<file path="src/look_at_view_matrix_macros.svh">
// Assertion macros shared by the look-at view matrix modules.
`ifndef LOOK_AT_VIEW_MATRIX_MACROS_SVH
`define LOOK_AT_VIEW_MATRIX_MACROS_SVH

// Same-cycle implication, disabled while reset is asserted.
`define LAVM_ASSERT_IMP(label, clk, rst_n, ante, cons) \
  label: assert property (@(posedge clk) disable iff (!rst_n) (ante) |-> (cons)) \
    else $error("look-at view matrix assertion failed");

// Next-cycle implication, disabled while reset is asserted.
`define LAVM_ASSERT_NXT(label, clk, rst_n, ante, cons) \
  label: assert property (@(posedge clk) disable iff (!rst_n) (ante) |=> (cons)) \
    else $error("look-at view matrix assertion failed");

`endif

</file>
<file path="src/lavm_pkg.sv">
// Types, widths and constants shared by the look-at view matrix modules.
package lavm_pkg;

  localparam int FRAC_BITS   = 16;
  localparam int COORD_W     = 32;
  localparam int DIFF_W      = COORD_W + 1;
  localparam int MAG_W       = DIFF_W;
  localparam int NV_W        = FRAC_BITS + 2;
  localparam int NORM_MSB    = 29;
  localparam int SQ_OP_W     = NORM_MSB + 1;
  localparam int SQ_W        = 2 * SQ_OP_W + 2;
  localparam int ROOT_W      = SQ_W + 1;
  localparam int N_W         = SQ_OP_W + 2;
  localparam int QUO_W       = FRAC_BITS + 1;
  localparam int STEP_W      = $clog2(QUO_W);
  localparam int PROD_W      = NV_W + COORD_W;
  localparam int TR_W        = PROD_W - FRAC_BITS;
  localparam int ACC_W       = TR_W + 2;
  localparam int QUEUE_DEPTH = 2;
  localparam int QPTR_W      = $clog2(QUEUE_DEPTH);
  localparam int QCNT_W      = $clog2(QUEUE_DEPTH + 1);

  typedef logic signed [COORD_W-1:0] coord_t;
  typedef logic signed [DIFF_W-1:0]  diff_t;
  typedef logic signed [NV_W-1:0]    nv_t;
  typedef logic signed [ACC_W-1:0]   acc_t;

  localparam coord_t COORD_MAX = {1'b0, {(COORD_W-1){1'b1}}};
  localparam coord_t COORD_MIN = {1'b1, {(COORD_W-1){1'b0}}};
  localparam coord_t FX_ONE    = COORD_W'(1) << FRAC_BITS;
  localparam logic [1:0] LAST_COL = 2'd3;

  typedef struct packed {
    coord_t eye_x;
    coord_t eye_y;
    coord_t eye_z;
    coord_t target_x;
    coord_t target_y;
    coord_t target_z;
  } in_word_t;

  typedef struct packed {
    logic [1:0] column_index;
    coord_t     row0_value;
    coord_t     row1_value;
    coord_t     row2_value;
    coord_t     row3_value;
    logic       last_column;
    logic       degenerate;
  } out_word_t;

  typedef struct packed {
    coord_t eye_x;
    coord_t eye_y;
    coord_t eye_z;
    diff_t  d_x;
    diff_t  d_y;
    diff_t  d_z;
    logic   same_point;
  } job_t;

  typedef struct packed {
    logic done;
    logic ok;
  } norm_stat_t;

endpackage

</file>
<file path="src/lavm_queue.sv">
// Two-entry job queue between the front and back parts.
`include "look_at_view_matrix_macros.svh"

module lavm_queue (
  input  logic          clk,
  input  logic          rst_n,
  input  logic          push,
  input  lavm_pkg::job_t push_data,
  input  logic          pop,
  output lavm_pkg::job_t pop_data,
  output logic          full,
  output logic          empty
);

  lavm_pkg::job_t mem_r [lavm_pkg::QUEUE_DEPTH];
  logic [lavm_pkg::QPTR_W-1:0] wr_ptr_r;
  logic [lavm_pkg::QPTR_W-1:0] rd_ptr_r;
  logic [lavm_pkg::QCNT_W-1:0] cnt_r;

  assign full     = (cnt_r == lavm_pkg::QCNT_W'(lavm_pkg::QUEUE_DEPTH));
  assign empty    = (cnt_r == '0);
  assign pop_data = mem_r[rd_ptr_r];

  always_ff @(posedge clk) begin
    if (push) begin
      mem_r[wr_ptr_r] <= push_data;
    end
  end

  always_ff @(posedge clk) begin
    if (!rst_n) begin
      wr_ptr_r <= '0;
      rd_ptr_r <= '0;
      cnt_r    <= '0;
    end else begin
      if (push) begin
        wr_ptr_r <= wr_ptr_r + 1'b1;
      end
      if (pop) begin
        rd_ptr_r <= rd_ptr_r + 1'b1;
      end
      if (push && !pop) begin
        cnt_r <= cnt_r + 1'b1;
      end else if (pop && !push) begin
        cnt_r <= cnt_r - 1'b1;
      end
    end
  end

  `LAVM_ASSERT_IMP(a_push_not_full, clk, rst_n, push, !full)
  `LAVM_ASSERT_IMP(a_pop_not_empty, clk, rst_n, pop, !empty)
  `LAVM_ASSERT_NXT(a_push_fills, clk, rst_n, push && !pop, !empty)

endmodule

</file>
<file path="config.mk">
export PLATFORM = sky130hd
export DESIGN_NAME = lavm_queue
export DESIGN_NICKNAME = d
export VERILOG_FILES = /design/src/lavm_pkg.sv /design/src/lavm_queue.sv
export VERILOG_INCLUDE_DIRS = /design/src /design/src/src
export SDC_FILE = /design/constraint.sdc
export NUM_CORES = 1
export LEC_CHECK = 0
export BUFFER_PORTS_ARGS = -buffer_cell sky130_fd_sc_hd__buf_2
export CAP_MARGIN = 5
export CORE_MARGIN = 8
export CORE_UTILIZATION = 40
export CTS_CLUSTER_DIAMETER = 60
export DETAILED_ROUTE_END_ITERATION = 10
export GPL_ROUTABILITY_DRIVEN = 0
export SYNTH_ARGS = -nofsm -noshare
export SYNTH_HDL_FRONTEND = slang
export SYNTH_SLANG_ARGS = --single-unit
</file>
<file path="constraint.sdc">
create_clock -name clk -period 16.6 [get_ports clk]
set_input_delay 3.32 -clock clk [delete_from_list [all_inputs] [get_ports clk]]
set_output_delay 3.32 -clock clk [all_outputs]
set_load 0.02 [all_outputs]
</file>
==> impl_metrics.ini <==
[routing]
drt-met1-wl_microns = 13300
dr_wl_met2_microns = 17160
top_layer = met5
drtAntennaViolNets = 0
vias_per_cell = 4.763
firstDrtPassIters = 4
post_drt_wl_per_cell_microns = 21.64
via_count = 7440
wl_met3_microns = 2413
drcViolationCount = 0
wirelength_microns = 33800
first_iter_violations = 272

[yosys]
ys_seq_area_share_pct = 79.48
netlist_area_sq_um = 14940
synth_top_cell_area_share_pct = 78.81
syn_inst = 632
ys_types = 17
yosys.area.top_type = edfxtp_1
yosys-top-cells-area = edfxtp_1, mux2_4, mux2_2, buf_6, dfxtp_1
ys.warnings.count = 0
yosys_register_bits = 397
syn_avg_cell_area_sq_um = 23.63
synth_nets = 833

[clock_tree]
cts-htree-levels = 2
post_cts_buffers = 0
hold_buffers = 0
cts_buffers = 43
path_clk_slew_ps = 50
cts.sinks = 397
cts-root-buf = clkbuf_16
clock_latency_ps = 540
cts_tree = done
clk_path_buf_depth = 3
cts_resized = 0

[worst_setup_path]
path_max_fanout = 61
cp_slowest_cell = buf_4
arrival_ps = 3580
critPathBufInv = 3
critPathTopFamily = buffers and inverters
startpoint_type = register
crit_required_ps = 13280
cp-end-kind = output pin
critical_path_class = reg -> out
crit_path_frequent_cell = buf_4
crit_chain = buf_4 > buf_4 > mux2_4 > buf_2
slowest_delay_ps = 850

[power]
p_per_area_nw_per_um2 = 126.5
ir_drop_mv = 0.09794
leakagePower_nw = 7.301

[global_route]
grt_start_max_net_pins = 75
grt_pass1_wl_microns = 49410
grt-ovfl-total = 0
gr-usage-all-layers_pct = 14.81
antenna_found_initial = 9
grt_pass1_vias = 8069

[cells_and_area]
multi_input_area_sq_um = 2855
final_cell_mix = buf_2, edfxtp_1, mux2_4, mux2_2, clkbuf_16
regArea_sq_um = 11880
layout_commonest_cell = buf_2
syn2layout_area_growth_pct = 25.28
fillers = 3008
drive_above_1_share_pct = 60.59
finalInstanceArea_sq_um = 18710
final_nets = 1261

[floorplan]
die_height_microns = 209.2
start_util_pct = 40.70
core_sq_um = 36700
rows = 70
die_w_microns = 209.2
dieArea_sq_um = 43780
num_io_pins = 398

[sta]
hold_viol = 0
max-slew-margin-rel_pct = 27.17
setup_violations = 0
max_freq_mhz = 144.9
finClkSkew_ps = 7.760
drv_slew = 0
rsz0062_at_grt = no
tns_ps = 0
worst-slew-pin-transition_ps = 1092
fin_crit_sh_pct = 41.58
period_needed_ps = 6902

[placement]
postPlaceCellArea_sq_um = 17370
numPortBuffers = 397
dp_hpwl_microns = 23940

[hold_path]
min_path_type = reg -> reg

[run]
drv_cap = 0

[status]
status = finished, final reports clean
[state kept, by name (all words and copies together) (netlist names), named ones only]
signal,flops
mem_r,392
cnt_r,2
rd_ptr_r,1
wr_ptr_r,1
[power by group]
group	switching, mW	internal [mW]
sequential	0.0178	1.16
clock	0.360	0.542
combinational	0.161	0.125
[synthesized netlist by cell type]
cell type  number
buf_6          17
a21boi_0        1
xnor2_1         1
dfxtp_1         5
or3_1           1
edfxtp_1      392
buf_2           5
o21ai_0         1
o21a_1          1
nor2_1          1
and2_1          4
nor2b_1         3
inv_1           1
ha_1            1
mux2_4        140
mux2_2         56
xor2_1          2
[per-stage QoR]
stage	setup slack [ps]	total power, mW	hold slack, ps	utilization (%)	std cells
after global routing	9511	2.456	555.3	50.99	1562
after CTS	9629	2.404	523.2	50.97	1559
after global placement	10260	1.488	494.2	47.32	1483
after detailed placement	10210	1.492	513.6	47.32	1483
after floorplan	4008	1.399	472.9	-	632
final	9698	2.366	519.0	50.99	1562
[cells by family after synthesis]
family / after synthesis / synth area share, %
muxes: 196 / 18.29
DFF: 397 / 79.48
and+or+nand+nor: 9 / 0.3602
xor gates and xnor gates: 3 / 0.1759
buffers and inverters: 23 / 1.474
AOI/OAI and AO/OA: 3 / 0.1340
adders and majority gates: 1 / 0.08375
[layer usage]
layer	vias up	global-route usage, %
met5	-	0
met2	252	25.46
met3	65	4.565
li1	3383	-
met1	3730	17.25
met4	10	5.516
[worst register-to-register path, cell delays in order, from the launching register on]
cell and delay (ps):
dfxtp_1 340, nor2b_4 610, buf_4 630, buf_4 850
[path summary, 6_finish.rpt]
check,to,start,slack [ps],depth (start not counted)
worst min-delay path,cnt_r[1],cnt_r[1],520,2
worst max register to register,mem_r[0][93],wr_ptr_r,13760,3
worst max-delay path,pop_data[111],register,9700,4
worst min register to register,cnt_r[1],cnt_r[1],520,2
[area by class of cell]
class	instances	area share (%)
clock inverter	17	0.8558
clock buffer	59	6.298
sequential	397	63.46
tap	468	3.129
multi-input combinational	212	15.26
inverter	1	0.02006
timing repair buffer	405	10.94
antenna	3	0.04012
Power figures use the tool's default switching activity.
