[src/look_at_view_matrix_macros.svh]
// Assertion macros shared by the look-at view matrix modules.
`ifndef LOOK_AT_VIEW_MATRIX_MACROS_SVH
`define LOOK_AT_VIEW_MATRIX_MACROS_SVH

// Same-cycle implication, disabled while reset is asserted.
`define LAVM_ASSERT_IMP(label, clk, rst_n, ante, cons) \
  label: assert property (@(posedge clk) disable iff (!rst_n) (ante) |-> (cons)) \
    else $error("look-at view matrix assertion failed");

// Next-cycle implication, disabled while reset is asserted.
`define LAVM_ASSERT_NXT(label, clk, rst_n, ante, cons) \
  label: assert property (@(posedge clk) disable iff (!rst_n) (ante) |=> (cons)) \
    else $error("look-at view matrix assertion failed");

`endif

[src/lavm_pkg.sv]
// Types, widths and constants shared by the look-at view matrix modules.
package lavm_pkg;

  localparam int FRAC_BITS   = 16;
  localparam int COORD_W     = 32;
  localparam int DIFF_W      = COORD_W + 1;
  localparam int MAG_W       = DIFF_W;
  localparam int NV_W        = FRAC_BITS + 2;
  localparam int NORM_MSB    = 29;
  localparam int SQ_OP_W     = NORM_MSB + 1;
  localparam int SQ_W        = 2 * SQ_OP_W + 2;
  localparam int ROOT_W      = SQ_W + 1;
  localparam int N_W         = SQ_OP_W + 2;
  localparam int QUO_W       = FRAC_BITS + 1;
  localparam int STEP_W      = $clog2(QUO_W);
  localparam int PROD_W      = NV_W + COORD_W;
  localparam int TR_W        = PROD_W - FRAC_BITS;
  localparam int ACC_W       = TR_W + 2;
  localparam int QUEUE_DEPTH = 2;
  localparam int QPTR_W      = $clog2(QUEUE_DEPTH);
  localparam int QCNT_W      = $clog2(QUEUE_DEPTH + 1);

  typedef logic signed [COORD_W-1:0] coord_t;
  typedef logic signed [DIFF_W-1:0]  diff_t;
  typedef logic signed [NV_W-1:0]    nv_t;
  typedef logic signed [ACC_W-1:0]   acc_t;

  localparam coord_t COORD_MAX = {1'b0, {(COORD_W-1){1'b1}}};
  localparam coord_t COORD_MIN = {1'b1, {(COORD_W-1){1'b0}}};
  localparam coord_t FX_ONE    = COORD_W'(1) << FRAC_BITS;
  localparam logic [1:0] LAST_COL = 2'd3;

  typedef struct packed {
    coord_t eye_x;
    coord_t eye_y;
    coord_t eye_z;
    coord_t target_x;
    coord_t target_y;
    coord_t target_z;
  } in_word_t;

  typedef struct packed {
    logic [1:0] column_index;
    coord_t     row0_value;
    coord_t     row1_value;
    coord_t     row2_value;
    coord_t     row3_value;
    logic       last_column;
    logic       degenerate;
  } out_word_t;

  typedef struct packed {
    coord_t eye_x;
    coord_t eye_y;
    coord_t eye_z;
    diff_t  d_x;
    diff_t  d_y;
    diff_t  d_z;
    logic   same_point;
  } job_t;

  typedef struct packed {
    logic done;
    logic ok;
  } norm_stat_t;

endpackage

[src/lavm_front.sv]
// Front part: takes input words, forms the eye-to-target difference and flags coincident points.
module lavm_front (
  input  logic               clk,
  input  logic               rst_n,
  input  logic               start,
  input  lavm_pkg::in_word_t in_word,
  output logic               busy,
  output logic               push,
  output lavm_pkg::job_t     push_data,
  input  logic               full
);

  lavm_pkg::job_t stage_r;
  lavm_pkg::job_t job;
  logic           stage_vld_r;
  logic           accept;

  assign busy      = stage_vld_r && full;
  assign push      = stage_vld_r && !full;
  assign push_data = stage_r;
  assign accept    = start && !busy;

  always_comb begin
    job.eye_x = in_word.eye_x;
    job.eye_y = in_word.eye_y;
    job.eye_z = in_word.eye_z;
    job.d_x = lavm_pkg::DIFF_W'($signed(in_word.target_x))
            - lavm_pkg::DIFF_W'($signed(in_word.eye_x));
    job.d_y = lavm_pkg::DIFF_W'($signed(in_word.target_y))
            - lavm_pkg::DIFF_W'($signed(in_word.eye_y));
    job.d_z = lavm_pkg::DIFF_W'($signed(in_word.target_z))
            - lavm_pkg::DIFF_W'($signed(in_word.eye_z));
    job.same_point = (in_word.eye_x == in_word.target_x)
                  && (in_word.eye_y == in_word.target_y)
                  && (in_word.eye_z == in_word.target_z);
  end

  always_ff @(posedge clk) begin
    if (accept) begin
      stage_r <= job;
    end
  end

  always_ff @(posedge clk) begin
    if (!rst_n) begin
      stage_vld_r <= 1'b0;
    end else if (accept) begin
      stage_vld_r <= 1'b1;
    end else if (push) begin
      stage_vld_r <= 1'b0;
    end
  end

endmodule

[config.mk]
export PLATFORM = sky130hd
export DESIGN_NAME = lavm_front
export DESIGN_NICKNAME = d
export VERILOG_FILES = /design/src/look_at_view_matrix_macros.svh /design/src/lavm_pkg.sv /design/src/lavm_front.sv
export SDC_FILE = /design/constraint.sdc
export NUM_CORES = 1
export LEC_CHECK = 0
export ABC_AREA = 1
export BUFFER_PORTS_ARGS = -buffer_cell sky130_fd_sc_hd__buf_2
export CORE_MARGIN = 2
export CORE_UTILIZATION = 30
export CTS_BUF_LIST = sky130_fd_sc_hd__clkbuf_2 sky130_fd_sc_hd__clkbuf_4 sky130_fd_sc_hd__clkbuf_8
export DETAILED_ROUTE_END_ITERATION = 10
export HOLD_SLACK_MARGIN = 0.12
export SKIP_LAST_GASP = 1
export SLEW_MARGIN = 40
export SYNTH_ARGS = -nofsm -noshare
export SYNTH_HDL_FRONTEND = slang
export SYNTH_SLANG_ARGS = --single-unit
[constraint.sdc]
create_clock -name clk -period 10 [get_ports clk]
set_clock_uncertainty 0.05 [all_clocks]
set_input_delay 1.5 -clock clk [delete_from_list [all_inputs] [get_ports clk]]
set_output_delay 1.5 -clock clk [all_outputs]
set_load 0.01 [all_outputs]
==> reports/metrics.sh, run 1 <==
SYN_AREA_SQ_UM=13810
CLOCK_INSERTION_DELAY_WORST_SKEW_NS=0.56
SYNTH-ASYNC-RESET-RATIO_PCT=0
DP_SLACK_NS=6.031
UNREPAIRED_SETUP_ENDPOINTS_AFTER_GLOBAL_ROUTING='no'
CLOCK_SINKS=197
CTS_RESIZED=0
WL_PER_CELL_UM=14.22
WHS_NS=0.4490
CTS-BUFFERS-INSERTED=17
DIE_AREA_SQ_UM=47780
EDFF_COUNT_SYNTH=196
DIE_WIDTH_UM=218.6
CTS_BUFFER_DEPTH=2
SYN_INST=1889
FINAL_MAX_SLEW_VIOL_COUNT=0
DRT-TOTAL-WL_UM=41510
CTS_CLK_PIN_SLEW_WORST_PATHS_NS=0.10
MAX-CAP-VIOLATIONS=0
CRITICAL_PATH.MAX_FANOUT=2
FINALNETCOUNT=2597
HTREE_NUM_LEVELS=4
DATA_REQUIRED_CRITICAL_PATH_NS=8.45
SYNTH_SEQUENTIAL_AREA_RATIO_PCT=42.75
REGAREA_SQ_UM=5906
ANTENNA_VIOLATING_NETS_POST_ROUTE=0
CRITPATHMAXSTAGEDELAY_NS=0.15
AREA.GROWTH.SYNTH_TO_FINAL_PCT=22.73
FILLERS=4805
GRT_OVERFLOW=0
CRIT_PATH_CELL_TRACE='buf_2, nand2_1, inv_1, buf_2'
PORT_BUFFERS=393
YS_TOP_CELLS_BY_AREA='sky130_fd_sc_hd__edfxtp_1 43%, sky130_fd_sc_hd__nand2_1 20%, sky130_fd_sc_hd__inv_1 13%, sky130_fd_sc_hd__ha_1 8.7%, sky130_fd_sc_hd__nor2_1 3.3%'
CRITPATHLAUNCHTYPE='primary input'
CPMOSTUSEDCELL='sky130_fd_sc_hd__buf_2'
MOST_USED_DFF_POST_SYNTH='sky130_fd_sc_hd__edfxtp_1'
REMAINING_DRC_ERRORS=0
TOTAL_NUMBER_OF_VIAS=12680
GRT_PASS1_VIAS=12350
POST_SYNTH_MOST_FREQUENT_CELLS='727 x sky130_fd_sc_hd__nand2_1, 470 x sky130_fd_sc_hd__inv_1, 196 x sky130_fd_sc_hd__edfxtp_1, 122 x sky130_fd_sc_hd__nor2_1, 96 x sky130_fd_sc_hd__ha_1'
SETUP_WS_NS=6.546
GRT_PASS1_WL_UM=63680
POST-ROUTE-MIN-PERIOD_NS=3.454
FINAL.PERIOD_UTILIZATION_PCT=34.54
PROPORTION_OF_LAYOUT_CELLS_WITH_A_DRIVE_SUFFIX_ABOVE_1_PCT=21.08
FINISH.CELL_COUNT_WITHOUT_FILLERS=2920
SYNTH_MOST_COMMON_CELL='sky130_fd_sc_hd__nand2_1'
WORST_PIN_SLEW_NS=0.7645
STATUS='complete, no violations'
P_SEQ_SHARE_PCT=46.4
SWITCHING_POWER_W=0.0007589
GRT_USE_TOTAL_PCT=17.41
CRITICAL_PATH.ENDPOINT_TYPE='output pin'
TRITONCTS='built'
SETUP_VIOL=0
POST-SYNTH-TOP-AREA-FRACTION_PCT=42.61
P_CLK_SHARE_PCT=24.5
VIAS_PER_CELL=4.341
SYN_NETS=2184
CORE-AREA_SQ_UM=45380
PWR_DENSITY_nW_PER_UM2=131.3
P_SW_SHARE_PCT=34.11
YS_WARN_COUNT=0
DIE-HEIGHT_UM=218.6
TIMING.CRITICAL_PATH.ARRIVAL_NS=1.90
IOPINCOUNT=394
CRITICAL_PATH.N_BUFFERS_INVERTERS=3
GP_CONGESTION=0.9143
FINALPOWER_W=0.002225
NUMBER_OF_DRC_MARKERS_AFTER_THE_INITIAL_DETAILED_ROUTE_ITERATION=607
SLOWEST_STAGE='sky130_fd_sc_hd__buf_2'
NUMPLACEDINSTANCES=2883
TNS_NS=0
HPWL_AFTER_DETAILED_PLACEMENT_UM=34710
FLOORPLAN.ROWS=78
CTS.HOLD.BUFFERS_ADDED=0
SYNTHDISTINCTLIBCELLS=27
GRT_MAX_DEGREE=75
CTS.ROOT.BUFFER_CELL='sky130_fd_sc_hd__clkbuf_8'
INITIAL_UTILIZATION_PCT=30.44
FMAX_GHz=0.2895
FINAL_HOLD_VIOL_COUNT=0
POST_CTS_BUFFERS=0
COMBPWRFRAC_PCT=29.1
FIRSTDRTPASSITERS=7
SYNTH_TOP_CELL_BY_AREA='sky130_fd_sc_hd__edfxtp_1'
CP_TOP_FAMILY='buffers and inverters'
WORST_SETUP_PATH_CATEGORY='primary input to output pin'
IR_WORST_VDD_mV=0.1130
SEQ_CELLS_POST_SYNTH=197
INITIAL_ANTENNA_VIOLATION_COUNT=6
MIN-DELAY-PATH-CLASS='flip-flop to flip-flop'
MAX-SLEW-MARGIN-REL_PCT=48.91
LEAKAGEPOWER_nW=9.744
MEAN_POST_SYNTH_CELL_AREA_SQ_UM=7.312
MULTI_INPUT_AREA_SQ_UM=6106
INTERNAL_POWER_W=0.001466
routing by layer:
metal	wire, um	up-vias	global-route usage, %	part of all wire [%]
met2	19580	345	29.29	47
met1	17880	5709	21.07	43
met5	41	-	0	0.099
li1	-	6556	-	-
met4	1238	6	6.916	3.0
met3	2772	60	4.649	6.7
metrics by stage:
stage | cell area [sq um] | utilization, %
after floorplan | 13820 | -
after global placement | 16540 | 36.45
after detailed placement | 16550 | 36.47
after CTS | 16940 | 37.33
after global routing | 16950 | 37.34
final | 16950 | 37.36
path summary, 6_finish.rpt:
check / from / to / slack (ns) / depth (start not counted)
worst min-delay path: stage_vld_r / stage_vld_r / 0.45 / 2
worst max-delay path: full / busy / 6.55 / 4
worst max register to register: stage_vld_r / push_data[101] / 7.37 / 5
worst min register to register: stage_vld_r / stage_vld_r / 0.45 / 2
tightest hold or removal path, stage by stage (launching register included):
cell	delay [ns]
sky130_fd_sc_hd__dfxtp_1	0.32
sky130_fd_sc_hd__nand2_1	0.07
sky130_fd_sc_hd__a21boi_0	0.07
logic make-up after synthesis:
| logic type | after synthesis | synth area share [%] |
|---|---|---|
| flip-flops | 197 | 42.75 |
| AND/OR/NAND/NOR | 1001 | 29.57 |
| XOR/XNOR | 45 | 2.853 |
| buffers and inverters | 479 | 13.10 |
| adder cells (fa/ha/maj) | 99 | 9.130 |
| AO/OA/AOI/OAI | 68 | 2.591 |
power groups by stage:
stage | sequential, W | combinational [W] | clock (W)
final | 0.00103 | 0.000647 | 0.000546
after global routing | 0.00104 | 0.000732 | 0.000598
after CTS | 0.00103 | 0.000653 | 0.000575
after detailed placement | 0.00105 | 0.000650 | 0
after global placement | 0.00105 | 0.000644 | 0
after floorplan | 0.00110 | 0.000363 | 0
flip-flops by register name, indices dropped and copies added, names as in the netlist:
| name | flops |
|---|---|
| push_data | 196 |
| stage_vld_r | 1 |
cells in the final DEF (no fill, tap or decap), types with 3 or more instances in the layout:
| cell | netlist | layout |
|---|---|---|
| sky130_fd_sc_hd__a21o_1 | 3 | 3 |
| sky130_fd_sc_hd__a21oi_1 | 61 | 61 |
| sky130_fd_sc_hd__and2_1 | 6 | 6 |
| sky130_fd_sc_hd__buf_2 | 0 | 393 |
| sky130_fd_sc_hd__clkbuf_8 | 0 | 17 |
| sky130_fd_sc_hd__clkinv_2 | 0 | 3 |
| sky130_fd_sc_hd__clkinvlp_4 | 0 | 4 |
| sky130_fd_sc_hd__diode_2 | 0 | 5 |
| sky130_fd_sc_hd__edfxtp_1 | 196 | 196 |
| sky130_fd_sc_hd__fa_1 | 3 | 3 |
| sky130_fd_sc_hd__ha_1 | 96 | 96 |
| sky130_fd_sc_hd__inv_1 | 470 | 470 |
| sky130_fd_sc_hd__inv_2 | 7 | 7 |
| sky130_fd_sc_hd__inv_6 | 0 | 5 |
| sky130_fd_sc_hd__nand2_1 | 727 | 727 |
| sky130_fd_sc_hd__nand2_2 | 36 | 36 |
| sky130_fd_sc_hd__nand3_1 | 69 | 69 |
| sky130_fd_sc_hd__nand3_2 | 7 | 7 |
| sky130_fd_sc_hd__nand4_1 | 13 | 13 |
| sky130_fd_sc_hd__nor2_1 | 122 | 121 |
| sky130_fd_sc_hd__nor2_2 | 6 | 6 |
| sky130_fd_sc_hd__nor3_1 | 7 | 7 |
| sky130_fd_sc_hd__o21bai_1 | 3 | 3 |
| sky130_fd_sc_hd__or2_1 | 5 | 5 |
| sky130_fd_sc_hd__xnor2_1 | 8 | 8 |
| sky130_fd_sc_hd__xor2_1 | 37 | 37 |
final cells by class:
| type | instances | share of cell area [%] |
|---|---|---|
| tap | 600 | 4.428 |
| multi-input combinational | 1213 | 36.02 |
| inverter | 477 | 10.56 |
| clock buffer | 18 | 1.424 |
| timing repair buffer | 396 | 11.78 |
| antenna | 5 | 0.07381 |
| sequential | 197 | 34.84 |
| clock inverter | 14 | 0.8783 |
Note: power is estimated with default switching activity, not from simulation.
==> run 2, diff against run 1 <==
==> constraint.sdc (replaced) <==
create_clock -name clk -period 3.6 [get_ports clk]
set_clock_uncertainty 0.05 [all_clocks]
set_input_delay 0.54 -clock clk [delete_from_list [all_inputs] [get_ports clk]]
set_output_delay 0.54 -clock clk [all_outputs]
set_load 0.01 [all_outputs]
==> run 2 against run 1 <==
Wire length up 4.8%; worst setup slack worse by 5.4 ns; largest power group unchanged; die area unchanged; flip-flop and latch count unchanged; critical path depth up 10; first-iteration DRC count up 12%; clock-buffer cell count down 1; power rose to 2.8 times the previous value; utilization up 2.1 points.
==> reports/metrics.sh, run 2 (same netlist as run 1, synthesis figures left out) <==
CRIT_PATH_CELL_TRACE='dlygate4sd3_1, buf_2, ha_1, fa_1, inv_1, nand2_1, nand2_1, nand3_1, nand2_2, nand2_1, nand2_2, nand2_1, nand3_1, nand2_1'
WORST_SETUP_PATH_CATEGORY='primary input to flip-flop'
TOTAL_NUMBER_OF_VIAS=13110  # +3.4%
CTS_BUFFER_DEPTH=2  # unchanged
REG2REG_DEPTH=4  # -1
WORST_PIN_SLEW_NS=0.6930  # -0.07153 ns
TRITONCTS='built'
ANTENNA_VIOLATING_NETS_POST_ROUTE=0  # unchanged
R2R_SLACK_NS=1.97  # -5.40 ns
PORT_BUFFERS=393  # unchanged
GRT_MAX_DEGREE=100  # +33%
MAX-CAP-VIOLATIONS=0  # unchanged
REMAINING_DRC_ERRORS=0  # unchanged
CRITICAL_PATH.REG2REG.STARTPOINT='stage_vld_r'
SWITCHING_POWER_W=0.002144  # +180%
DESIGN_AREA_SQ_UM=17920  # +5.7%
CRITICAL_PATH.N_BUFFERS_INVERTERS=3  # unchanged
FLOORPLAN.ROWS=78  # unchanged
CORE-AREA_SQ_UM=45380  # unchanged
CP_TOP_FAMILY='buffers and inverters'
CRITICAL_PATH.MAX_FANOUT=3  # +1
CTS-BUFFERS-INSERTED=17  # unchanged
FINAL_HOLD_VIOL_COUNT=0  # unchanged
MULTI_INPUT_AREA_SQ_UM=6122  # +0.27%
MOSTFREQUENTLAYOUTCELL='sky130_fd_sc_hd__nand2_1'
CRITICAL_PATH.ENDPOINT_TYPE='flip-flop'
SETUP_VIOL=0  # unchanged
CLOCK_SINKS=197  # unchanged
CRIT_PATH_START='in_word[96]'
LEAKAGEPOWER_nW=10.14  # +4.0%
GRT_OVERFLOW=0  # unchanged
WL_PER_CELL_UM=14.43  # +1.5%
CPMOSTUSEDCELL='sky130_fd_sc_hd__nand2_1'
PWR_DENSITY_nW_PER_UM2=346.6  # +160%
CTS_RESIZED=0  # unchanged
CRITPATHMAXSTAGEDELAY_NS=0.53  # +0.38 ns
IOPINCOUNT=394  # unchanged
NUMBER_OF_DRC_MARKERS_AFTER_THE_INITIAL_DETAILED_ROUTE_ITERATION=682  # +12%
FINALNETCOUNT=2693  # +3.7%
DIE_WIDTH_UM=218.6  # unchanged
INITIAL_UTILIZATION_PCT=30.44  # unchanged
COMBPWRFRAC_PCT=30.5  # +1.4 points
SLOWEST_STAGE='sky130_fd_sc_hd__dlygate4sd3_1'
REGAREA_SQ_UM=5906  # unchanged
CRITPATHLAUNCHTYPE='primary input'
UNREPAIRED_SETUP_ENDPOINTS_AFTER_GLOBAL_ROUTING='no'
INTERNAL_POWER_W=0.004066  # +180%
GRT_USE_TOTAL_PCT=18.34  # +0.94 points
DIE_AREA_SQ_UM=47780  # unchanged
STATUS='complete, no violations'
PROPORTION_OF_LAYOUT_CELLS_WITH_A_DRIVE_SUFFIX_ABOVE_1_PCT=20.21  # -0.87 points
FINALPOWER_W=0.006211  # +180%
NUMBER_OF_CELLS_ON_THE_CRITICAL_PATH=14  # +10
LARGEST_REGISTER_FF_COUNT=196  # unchanged
MAX-SLEW-MARGIN-REL_PCT=53.80  # +4.9 points
VIAS_PER_CELL=4.352  # +0.25%
CTS.ROOT.BUFFER_CELL='sky130_fd_sc_hd__clkbuf_8'
SETUP.WORST_PATH.END='push_data[25]'
FMAX_GHz=0.4091
REG2REG_TO='push_data[132]'
FIRSTDRTPASSITERS=5  # -2
HTREE_NUM_LEVELS=4  # unchanged
TIMING.CRITICAL_PATH.ARRIVAL_NS=2.73  # +0.83 ns
CLOCK_INSERTION_DELAY_WORST_SKEW_NS=0.56  # about the same
DRT-TOTAL-WL_UM=43480  # +4.8%
DATA_REQUIRED_CRITICAL_PATH_NS=3.88  # -4.57 ns
GRT_PASS1_WL_UM=67030  # +5.3%
INITIAL_ANTENNA_VIOLATION_COUNT=5  # -1
P_SEQ_SHARE_PCT=46.2  # -0.2 points
IR_WORST_VDD_mV=0.2522  # +120%
FILLERS=4826  # +0.44%
P_CLK_SHARE_PCT=23.2  # -1.3 points
HPWL_AFTER_DETAILED_PLACEMENT_UM=35550  # +2.4%
DIE-HEIGHT_UM=218.6  # unchanged
CELL_AREA_AFTER_PLACEMENT_SQ_UM=16580  # +0.17%
GRT_PASS1_VIAS=12940  # +4.8%
FINAL_MAX_SLEW_VIOL_COUNT=0  # unchanged
P_SW_SHARE_PCT=34.53  # +0.42 points
MIN-DELAY-PATH-CLASS='primary input to flip-flop'
POST-ROUTE-MIN-PERIOD_NS=2.444
LAYOUT_COMMON_CELLS='726 x sky130_fd_sc_hd__nand2_1, 469 x sky130_fd_sc_hd__inv_1, 393 x sky130_fd_sc_hd__buf_2'
GP_CONGESTION=0.9115  # -0.31%
AREA.GROWTH.SYNTH_TO_FINAL_PCT=29.72
CTS_CLK_PIN_SLEW_WORST_PATHS_NS=0.10  # about the same
FINAL.PERIOD_UTILIZATION_PCT=67.90
-- run 2: what timing repair did --
action                                 CTS  global route
hold buffers                            97             0
endpoints found under the hold margin   97             0
buffers inserted                         0             0
-- run 2: worst register-to-register path, stage by stage (launching register included) --
cell                      delay (ns)
sky130_fd_sc_hd__dfxtp_1        0.37
sky130_fd_sc_hd__nand2_8        0.08
sky130_fd_sc_hd__inv_4          0.04
sky130_fd_sc_hd__nor2_4         0.15
sky130_fd_sc_hd__buf_12         0.37
-- run 2: worst min path at each step --
stage                            from          end  slack [ns]  cells past startpoint
after detailed placement  stage_vld_r  stage_vld_r        0.50                      2
after floorplan           stage_vld_r  stage_vld_r        0.48                      2
after global placement    stage_vld_r  stage_vld_r        0.49                      2
after CTS                        full  stage_vld_r        0.17                      3
final                            full  stage_vld_r        0.25                      3
after global routing             full  stage_vld_r        0.21                      3
-- run 2: power groups by stage --
stage                     sequential, W  combinational [W]  clock, W
after global routing            0.00289            0.00213   0.00160
final                           0.00287            0.00190   0.00144
after CTS                       0.00287            0.00191   0.00154
after global placement          0.00292            0.00181         0
after detailed placement        0.00292            0.00182         0
after floorplan                 0.00304            0.00101         0
-- run 2: cell type report --
type	instances	area share [%]
clock buffer	17	1.306
timing repair buffer	492	16.62
tap	600	4.190
sequential	197	32.96
clock inverter	14	0.7122
inverter	477	10.01
multi-input combinational	1213	34.17
antenna	3	0.04190
-- run 2: routing by layer --
| layer | vias up | part of all wire [%] | wire, um | track usage [%] |
|---|---|---|---|---|
| met5 | - | 0.062 | 27 | 0 |
| met4 | 4 | 2.5 | 1066 | 6.304 |
| met3 | 67 | 5.7 | 2457 | 4.955 |
| met2 | 338 | 48 | 20850 | 31.55 |
| met1 | 5959 | 44 | 19080 | 21.98 |
| li1 | 6744 | - | - | - |
-- run 2: per-stage QoR --
stage | setup WS [ns] | hold slack (ns) | util (%) | cells | TNS, ns
floorplan | -0.4019 | 0.4786 | - | 1889 | -78.78
detailed placement | 0.9965 | 0.5049 | 36.53 | 2882 | 0
CTS | 1.144 | 0.1743 | 39.47 | 3010 | 0
global route | 0.9951 | 0.2147 | 39.48 | 3012 | 0
finish | 1.156 | 0.2537 | 39.48 | 3013 | 0
global placement | 1.037 | 0.4892 | 36.53 | 2882 | 0
==> run 3, diff against run 2 <==
==> constraint.sdc (replaced) <==
create_clock -name clk -period 2.2 [get_ports clk]
set_clock_uncertainty 0.05 [all_clocks]
set_input_delay 0.33 -clock clk [delete_from_list [all_inputs] [get_ports clk]]
set_output_delay 0.33 -clock clk [all_outputs]
set_load 0.01 [all_outputs]
==> run 3 against run 2 <==
Die area unchanged; clock-buffer cell count stayed put; first-iteration DRC count fell by 17%; combinational power is 68% higher; design area is 1.9% higher; global-route usage hardly changed; via count is 0.17% higher; clock power increased by 64%; non-clock buffer count increased by 38; critical endpoint is now push_data[91]; highest routed layer unchanged.
==> reports/metrics.sh, run 3 (same netlist as run 1, synthesis figures left out) <==
GRT_MAX_DEGREE=72  # -28%
AREA.GROWTH.SYNTH_TO_FINAL_PCT=32.15
SETUP.WORST_PATH.END='push_data[91]'
MOSTFREQUENTLAYOUTCELL='sky130_fd_sc_hd__nand2_1'
VIAS_PER_CELL=4.306  # -1.0%
NUMBER_OF_DRC_MARKERS_AFTER_THE_INITIAL_DETAILED_ROUTE_ITERATION=566  # -17%
CRIT_PATH_CELL_TRACE='dlygate4sd3_1, buf_2, ha_1, fa_2, inv_1, nand2_1, nand2_1, nand3_2, nand2_2, nand2_2, nand2_4, nand2_2, nand3_1, nand2_1'
CRIT_PATH_START='in_word[160]'
WHS_NS=0.2230  # -0.03075 ns
DRT-TOTAL-WL_UM=43620  # +0.30%
FINALPOWER_W=0.01024  # +65%
CTS-BUFFERS-INSERTED=17  # unchanged
POST-ROUTE-MIN-PERIOD_NS=2.104
GRT_PASS1_WL_UM=67410  # +0.58%
NUMBER_OF_CELLS_ON_THE_CRITICAL_PATH=14  # unchanged
WORST_PIN_SLEW_NS=0.4308  # -0.2622 ns
TRITONCTS='built'
FINALNETCOUNT=2731  # +1.4%
MAX-CAP-VIOLATIONS=0  # unchanged
GP_CONGESTION=0.9012  # -1.1%
ANTENNA_VIOLATING_NETS_POST_ROUTE=0  # unchanged
WORST_SETUP_PATH_CATEGORY='primary input to flip-flop'
FINAL_MAX_SLEW_VIOL_COUNT=0  # unchanged
DIE_AREA_SQ_UM=47780  # unchanged
CRITICAL_PATH.MAX_FANOUT=3  # unchanged
DESIGN_AREA_SQ_UM=18250  # +1.9%
MAX-SLEW-MARGIN-REL_PCT=71.28  # +17 points
GRT_USE_TOTAL_PCT=18.39  # +0.050 points
FINAL.PERIOD_UTILIZATION_PCT=95.62
TNS_NS=0  # unchanged
GRT_OVERFLOW=0  # unchanged
SETUP_VIOL=0  # unchanged
CRITICAL_PATH.N_BUFFERS_INVERTERS=3  # unchanged
LAYOUT_COMMON_CELLS='724 x sky130_fd_sc_hd__nand2_1, 468 x sky130_fd_sc_hd__inv_1, 393 x sky130_fd_sc_hd__buf_2'
CTS_CLK_PIN_SLEW_WORST_PATHS_NS=0.11  # about the same
FIRSTDRTPASSITERS=7  # +2
TIMING.CRITICAL_PATH.ARRIVAL_NS=2.38  # -0.35 ns
CRITICAL_PATH.REG2REG.STARTPOINT='stage_vld_r'
HPWL_AFTER_DETAILED_PLACEMENT_UM=35760  # +0.60%
WL_PER_CELL_UM=14.30  # -0.91%
LARGEST_REGISTER_FF_COUNT=196  # unchanged
P_SW_SHARE_PCT=34.36  # -0.16 points
UNREPAIRED_SETUP_ENDPOINTS_AFTER_GLOBAL_ROUTING='yes'
DP_SLACK_NS=-0.02368  # -1.020 ns
REG2REG_TO='push_data[60]'
PROPORTION_OF_LAYOUT_CELLS_WITH_A_DRIVE_SUFFIX_ABOVE_1_PCT=21.81  # +1.6 points
LEAKAGEPOWER_nW=10.33  # +2.0%
PWR_DENSITY_nW_PER_UM2=561.0  # +62%
INITIAL_ANTENNA_VIOLATION_COUNT=2  # -3
CP_TOP_FAMILY='buffers and inverters'
REG2REG_DEPTH=5  # +1
SLOWEST_STAGE='sky130_fd_sc_hd__dlygate4sd3_1'
FILLERS=4762  # -1.3%
CLOCK_INSERTION_DELAY_WORST_SKEW_NS=0.56  # about the same
PORT_BUFFERS=393  # unchanged
DIE-HEIGHT_UM=218.6  # unchanged
CRITPATHMAXSTAGEDELAY_NS=0.54  # about the same
CRITPATHLAUNCHTYPE='primary input'
DATA_REQUIRED_CRITICAL_PATH_NS=2.47  # -1.41 ns
CLOCK_SINKS=197  # unchanged
GRT_PASS1_VIAS=13130  # +1.4%
CRITICAL_PATH.ENDPOINT_TYPE='flip-flop'
DIE_WIDTH_UM=218.6  # unchanged
REMAINING_DRC_ERRORS=0  # unchanged
P_CLK_SHARE_PCT=23.0  # -0.2 points
TOTAL_NUMBER_OF_VIAS=13130  # +0.17%
CTS_BUFFER_DEPTH=2  # unchanged
INTERNAL_POWER_W=0.006721  # +65%
IOPINCOUNT=394  # unchanged
FINAL_HOLD_VIOL_COUNT=0  # unchanged
MIN-DELAY-PATH-CLASS='primary input to flip-flop'
REGAREA_SQ_UM=5907  # about the same
CTS.ROOT.BUFFER_CELL='sky130_fd_sc_hd__clkbuf_8'
FLOORPLAN.ROWS=78  # unchanged
P_SEQ_SHARE_PCT=45.8  # -0.4 points
POST_CTS_BUFFERS=0  # unchanged
SWITCHING_POWER_W=0.003518  # +64%
INITIAL_UTILIZATION_PCT=30.44  # unchanged
CORE-AREA_SQ_UM=45380  # unchanged
SETUP_WS_NS=0.09628  # -1.059 ns
MULTI_INPUT_AREA_SQ_UM=6148  # +0.43%
HTREE_NUM_LEVELS=4  # unchanged
STATUS='complete, no violations'
COMBPWRFRAC_PCT=31.2  # +0.7 points
HOLDPATHSTAGES=3  # unchanged
CELL_AREA_AFTER_PLACEMENT_SQ_UM=16880  # +1.8%
FMAX_GHz=0.4753
IR_WORST_VDD_mV=0.3879  # +54%
R2R_SLACK_NS=0.69  # -1.28 ns
## run 3: cell types whose count changed in the layout (fill, tap and decap cells not counted), moves of 2 or more
cell                      delta
sky130_fd_sc_hd__fa_1        -3
sky130_fd_sc_hd__nand2_2     +2
sky130_fd_sc_hd__fa_2        +3
sky130_fd_sc_hd__nand2_1     -2
sky130_fd_sc_hd__buf_12      +2
sky130_fd_sc_hd__buf_4      +35
## run 3: worst min-delay path by stage
stage	end	from
3_5_place_dp	stage_vld_r	stage_vld_r
6_report	push_data[44]	in_word[42]
5_1_grt	push_data[44]	in_word[42]
3_3_place_gp	stage_vld_r	stage_vld_r
4_1_cts	push_data[77]	in_word[74]
2_1_floorplan	push_data[100]	in_word[96]
## run 3: power groups by stage
stage	registers [W]	clock network, W	logic (W)
finish	0.00469	0.00236	0.00319
global route	0.00473	0.00259	0.00360
CTS	0.00470	0.00249	0.00321
detailed placement	0.00478	0	0.00306
global placement	0.00478	0	0.00304
floorplan	0.00497	0	0.00165
## run 3: tightest hold or removal path, delay by kind of cell
family,cells,cell delay [ns]
buffers and inverters,1,0.08
xor gates and xnor gates,1,0.08
adders and majority gates,1,0.20
## run 3: what timing repair did
item / in CTS / in global routing
resized for setup: 0 / 10
endpoints found under the hold margin: 98 / 0
endpoints found under the setup margin: 0 / 18
hold buffers: 98 / 0
## run 3: routing by layer
metal	part of all wire [%]	track usage, %	vias up
met5	0.030	0	-
met4	2.9	6.780	2
met3	6.3	5.219	64
met2	48	31.49	378
met1	43	21.83	5873
li1	-	-	6817
## run 3: through the flow
stage | util (%) | std cells
floorplan | - | 1889
global placement | 37.20 | 2919
detailed placement | 37.20 | 2919
CTS | 40.15 | 3048
global route | 40.21 | 3048
finish | 40.22 | 3050
## run 3: final cells by class
| cell class | instances | area share [%] |
|---|---|---|
| diodes | 2 | 0.02742 |
| repair buffers | 530 | 18.03 |
| multi-input cells | 1213 | 33.68 |
| well taps | 600 | 4.113 |
| clock buffers | 17 | 1.282 |
| flip-flops and latches | 197 | 32.36 |
| clock inverters | 14 | 0.6854 |
| inverters | 477 | 9.822 |
